==> src/rtl/pcbp_pkg.sv <==
`timescale 1ns / 1ps
// Package for the prefix code bit packer.
// Holds the command and result codes, default sizes and the control struct between stages.
package pcbp_pkg;

	localparam int MAX_CODE_LEN_DEF = 32;
	localparam int SYMBOL_COUNT_DEF = 256;

	typedef enum logic [1:0] {
		CMD_LOAD   = 2'd0,
		CMD_ENCODE = 2'd1,
		CMD_FLUSH  = 2'd2,
		CMD_NONE   = 2'd3
	} cmd_t;

	typedef enum logic [1:0] {
		KIND_BYTE   = 2'd0,
		KIND_FINAL  = 2'd1,
		KIND_EMPTY  = 2'd2,
		KIND_NOCODE = 2'd3
	} kind_t;

	typedef struct packed {
		logic flush;
		logic hit;
	} pcbp_ctrl_t;

endpackage

==> src/rtl/pcbp_packer.sv <==
`timescale 1ns / 1ps
// Packing stage: appends looked-up codes to the pending bits and sends out one byte per cycle while out_stall is low.
// Depends on pcbp_pkg.
module pcbp_packer import pcbp_pkg::*; #(
	parameter int MAX_CODE_LEN = MAX_CODE_LEN_DEF
) (
	input  logic                                 clk,
	input  logic                                 arst_n,
	input  logic                                 s1_valid,
	input  pcbp_ctrl_t                           s1_ctrl,
	input  logic [((MAX_CODE_LEN < 32) ? MAX_CODE_LEN : 32)-1:0] s1_word,
	input  logic [$clog2(MAX_CODE_LEN + 1)-1:0] s1_len,
	output logic                                 take,
	output logic                                 out_valid,
	input  logic                                 out_stall,
	output logic [7:0]                           out_byte,
	output logic [1:0]                           kind,
	output logic [2:0]                           padding_bits,
	output logic                                 last_of_run
);

	localparam int WORD_W = (MAX_CODE_LEN < 32) ? MAX_CODE_LEN : 32;
	localparam int BUF_W  = MAX_CODE_LEN + 7;
	localparam int TOT_W  = $clog2(MAX_CODE_LEN + 8);
	localparam int NB_W   = TOT_W - 3;

	logic              out_load;
	logic              emit_buf;
	logic              emit_new;
	logic              enc_hit;
	logic [TOT_W-1:0]  total;
	logic [NB_W-1:0]   nb;
	logic [2:0]        rem;
	logic [TOT_W-1:0]  shamt;
	logic [6:0]        pend_al;
	logic [BUF_W-1:0]  aligned;
	logic [6:0]        pend_sh;
	logic [6:0]        rem_mask;
	logic [6:0]        new_pend;
	logic [7:0]        nxt_byte;
	kind_t             nxt_kind;
	logic [2:0]        nxt_pad;
	logic              nxt_last;

	logic              out_valid_q;
	logic [NB_W-1:0]   left_q;
	logic [6:0]        pend_q;
	logic [2:0]        pcnt_q;
	logic [BUF_W-1:0]  buf_q;
	logic [7:0]        out_byte_q;
	kind_t             kind_q;
	logic [2:0]        pad_q;
	logic              last_q;

	always_comb begin
		out_load = !out_valid_q || !out_stall;
		take     = s1_valid && out_load && (left_q == '0);
		enc_hit  = !s1_ctrl.flush && s1_ctrl.hit;
		total    = TOT_W'(pcnt_q) + TOT_W'(s1_len);
		nb       = NB_W'(total >> 3);
		rem      = total[2:0];
		shamt    = TOT_W'(BUF_W) - total;
		pend_al  = pend_q << (3'd7 - pcnt_q);
		aligned  = {pend_al, {(BUF_W - 7){1'b0}}} | (BUF_W'(s1_word) << shamt);
		pend_sh  = 7'({7'b0, pend_q} << s1_len);
		rem_mask = 7'((8'd1 << rem) - 8'd1);
		new_pend = (pend_sh | 7'(s1_word)) & rem_mask;
		emit_buf = out_load && (left_q != '0);
		emit_new = take && (s1_ctrl.flush || !s1_ctrl.hit || (nb != '0));
	end

	always_comb begin
		nxt_byte = 8'd0;
		nxt_kind = KIND_BYTE;
		nxt_pad  = 3'd0;
		nxt_last = 1'b1;
		if (emit_buf) begin
			nxt_byte = buf_q[BUF_W-1 -: 8];
			nxt_last = (left_q == NB_W'(1));
		end else if (s1_ctrl.flush) begin
			if (pcnt_q != 3'd0) begin
				nxt_byte = {pend_al, 1'b0};
				nxt_kind = KIND_FINAL;
				nxt_pad  = 3'(4'd8 - {1'b0, pcnt_q});
			end else begin
				nxt_kind = KIND_EMPTY;
			end
		end else if (!s1_ctrl.hit) begin
			nxt_kind = KIND_NOCODE;
		end else begin
			nxt_byte = aligned[BUF_W-1 -: 8];
			nxt_last = (nb == NB_W'(1));
		end
	end

	always_ff @(posedge clk or negedge arst_n) begin
		if (!arst_n) begin
			out_valid_q <= 1'b0;
			left_q      <= '0;
			pend_q      <= 7'd0;
			pcnt_q      <= 3'd0;
		end else begin
			if (out_load) begin
				out_valid_q <= emit_buf || emit_new;
			end
			if (emit_buf) begin
				left_q <= left_q - NB_W'(1);
			end else if (take && enc_hit && (nb != '0)) begin
				left_q <= nb - NB_W'(1);
			end
			if (take && s1_ctrl.flush) begin
				pend_q <= 7'd0;
				pcnt_q <= 3'd0;
			end else if (take && enc_hit) begin
				pend_q <= new_pend;
				pcnt_q <= rem;
			end
		end
	end

	always_ff @(posedge clk) begin
		if (emit_buf || emit_new) begin
			out_byte_q <= nxt_byte;
			kind_q     <= nxt_kind;
			pad_q      <= nxt_pad;
			last_q     <= nxt_last;
		end
		if (emit_buf) begin
			buf_q <= buf_q << 8;
		end else if (take && enc_hit) begin
			buf_q <= aligned << 8;
		end
	end

	assign out_valid    = out_valid_q;
	assign out_byte     = out_byte_q;
	assign kind         = kind_q;
	assign padding_bits = pad_q;
	assign last_of_run  = last_q;

endmodule

==> config.mk <==
export PLATFORM = sky130hd
export DESIGN_NAME = pcbp_packer
export DESIGN_NICKNAME = d
export VERILOG_FILES = /design/src/rtl/pcbp_pkg.sv /design/src/rtl/pcbp_packer.sv
export SDC_FILE = /design/constraint.sdc
export NUM_CORES = 1
export LEC_CHECK = 0
export BUFFER_PORTS_ARGS = -buffer_cell sky130_fd_sc_hd__buf_2
export CORE_MARGIN = 2
export CORE_UTILIZATION = 35
export CTS_CLUSTER_DIAMETER = 80
export DETAILED_ROUTE_END_ITERATION = 7
export SLEW_MARGIN = 5
export SYNTH_ARGS = -nofsm -noshare
export SYNTH_HDL_FRONTEND = slang
export SYNTH_SLANG_ARGS = --single-unit
==> constraint.sdc <==
create_clock -name clk -period 7.19 [get_ports clk]
set_input_delay 1.0785 -clock clk [delete_from_list [all_inputs] [get_ports clk]]
set_output_delay 1.0785 -clock clk [all_outputs]
set_load 0.02 [all_outputs]
==> results.cfg <==
[worst_hold_path]
hp-class = reg -> reg
min_from = left_q[0]

[finish]
fillers = 1527
areaGrowthSynthToFinish_pct = 12.5
finish.instance_area_mm2 = 0.00605
final_nets = 653
antenna-diode-count = 0
drive_above_1_share = 0.228

[floorplanning]
start_util = 0.356
die_h_um = 128
rows = 45
die_area_mm2 = 0.0164
die_w_um = 128
boundaryPins = 60
core_mm2 = 0.0151

[timing]
rsz0062_at_grt = false
worst_pin_slew_ps = 962
final.setup_skew_ps = 7.74
fin_tns_setup_ps = 0
max_slew_margin = 0.359
setup_violations = 0
finalHoldViolCount = 0
finalMaxSlewViolations = 0
min_period_ps = 5060
finalCritPeriodShare = 0.704
fmax_mhz = 198

[worst_setup_path]
cp-end-kind = flop
critical_path.startpoint = s1_len[0]
critPathMaxStageDelay_ps = 810
regToRegStartpoint = pcnt_q[0]
worstPathArrival_ps = 5250
crit_path_top_delay_cell = nor2_1
path_cells = buf_2 -> ha_1 -> inv_1 -> fa_2 -> nor2b_1 -> o21ai_4 -> xor2_4 -> buf_4 -> nand2_4 -> inv_1 -> ha_1 -> clkinv_1 -> nor2_1 -> nand2_1 -> o21bai_1 -> nand3_1
start_kind = input port
worstPathMaxFanout = 26
worst_ep_required_time_ps = 7380
critPathKind = in -> reg

[status]
outcome = finished, final reports clean

[place]
hpwl_um = 12700
port_buffers = 59
postPlaceCellArea_mm2 = 0.00577
gp_congestion = 0.985

[yosys]
async_reset_ff_frac = 0.237
yosys-top-cells-area = edfxtp_1 25%, mux2i_1 10%, mux4_2 8.0%, dfrtp_1 6.5%, mux2_2 5.2%
synth_cell_types = 65
avgSynthCellArea_um2 = 9.57
synth_compound_area_frac = 0.185
synthCells = 562
synthXorXnorAreaFrac = 0.0230
yosysSeqAreaShare = 0.316
synth-edff-count = 45
synth_area_mm2 = 0.00538
synth_top_family_by_area = multiplexers
ys.flop_type = edfxtp_1
synthAdderAreaFrac = 0.0270
synthMuxAreaShare = 0.232
synth-simple-area-share = 0.157
synth.net_count = 617
yosys.area.top_type_share = 0.251
ys_seq_elements = 59
synth_top_area_cell = edfxtp_1
yosys_warnings = 0

[drt]
drt_first_pass_iters = 6
wirelength_um = 16700
drc = 0
vias = 4747
drtIter0Drc = 409
drtAntennaViolNets = 0
wl_per_cell_um = 21.2
via_per_inst = 6.01

[grt]
grt_pass1_wl_um = 26200
antenna_found_initial = 0
grt_max_degree = 45
gr-total-overflow = 0
grt_pass1_vias = 4567
grt_usage = 0.209

[job]
cap_violations = 0

[clock_network]
path_clk_slew_ps = 50
clock-sinks = 59
clk_latency_ps = 330
cts_hold_buf = 0
clock_path_buffers = 2
ctsResizeCount = 0
cts_tree = done
cts_made_buffers = 9
cts_root_buf = clkbuf_16
post_cts_buffers = 0
htree_levels = 3

[pwr]
cellLeakagePower_nw = 2.42
peakVddDrop_v = 0.000182
power_density_mw_per_mm2 = 501
synth_stat cells, types with 8 or more instances:
library cell  instances
mux2_2               25
or3_1                 8
nand3_1              13
inv_1                16
nand2_1              67
nor3_1               12
nor2_1               37
clkbuf_1             20
mux4_2               19
o211ai_1             10
a21oi_1              22
o21ai_0              38
nand2b_1              8
buf_2                11
mux2i_1              54
dfrtp_1              14
edfxtp_1             45
ha_1                 10
power by group:
group / internal, mW / switching (mW) / total, mW
registers: 0.583 / 0.105 / 0.689
logic: 0.738 / 1.19 / 1.93
clock network: 0.263 / 0.145 / 0.408
total: 1.58 / 1.44 / 3.03
layout by cell type, fill, tap and decap left out, types with 7 or more instances in the layout:
cell and n:
nor3_1 12, nand2b_1 8, o211ai_1 10, dfrtp_1 14, mux4_2 19, nand2_1 67
buf_4 10, ha_1 10, or3_1 8, a221oi_1 7, o21ai_0 38, clkbuf_16 9
edfxtp_1 45, inv_1 16, mux2i_1 54, o31ai_1 7, nand3_1 13, mux2_2 25
nor2_1 37, a22o_1 7, buf_2 59, a31oi_1 7, a21oi_1 21
critical path, delay by kind of cell:
family | cells | cell delay (ps)
AO/OA/AOI/OAI | 2 | 340
buffers and inverters | 5 | 970
AND/OR/NAND/NOR | 5 | 1500
XOR/XNOR | 1 | 150
adder cells (fa/ha/maj) | 3 | 1200
sequential cells by signal (all words and copies together), names as in the netlist:
| signal | count |
|---|---|
| buf_q | 31 |
| kind | 2 |
| last_of_run | 1 |
| left_q | 3 |
| out_byte | 8 |
| out_valid | 1 |
| padding_bits | 3 |
| pcnt_q | 3 |
| pend_q | 7 |
cells by family after synthesis:
logic type	Yosys count
buffers and inverters	62
xor gates and xnor gates	9
muxes	98
DFF	59
AOI/OAI and AO/OA	146
adders and majority gates	11
and+or+nand+nor	177
routing by layer:
metal	global-route usage	vias up	part of all wire
met2	0.330	207	0.47
li1	-	2210	-
met1	0.295	2304	0.44
met3	0.0288	26	0.061
met4	0.0711	0	0.022
met5	0	-	0
cell type report:
class                   instances  area [µm²]  area share
flip-flops and latches         59        1700       0.281
clock buffers                  11         233      0.0385
well taps                     188         235      0.0389
clock inverters                 4        42.5     0.00703
inverters                      18        67.6      0.0112
repair buffers                 69         370      0.0612
multi-input cells             441        3400       0.562
metrics by stage:
stage	power (mW)	hold WS, ps	setup slack (ps)	util	cells
floorplan	2.09	461	3350	-	562
global placement	2.57	493	2040	0.383	775
detailed placement	2.59	516	1840	0.383	775
CTS	3.01	524	2110	0.401	790
global route	3.22	555	1850	0.401	790
finish	3.03	534	2130	0.401	790
final timing paths:
| check | end | slack (ps) | cells after the start |
|---|---|---|---|
| min in group asynchronous | pend_q[6] | 660 | 1 |
| max reg2reg | buf_q[36] | 2460 | 15 |
| min | left_q[0] | 530 | 1 |
| min reg2reg | left_q[0] | 530 | 1 |
| max | buf_q[36] | 2130 | 16 |
| max in group asynchronous | left_q[0] | 6260 | 1 |
Power figures use the tool's default switching activity.
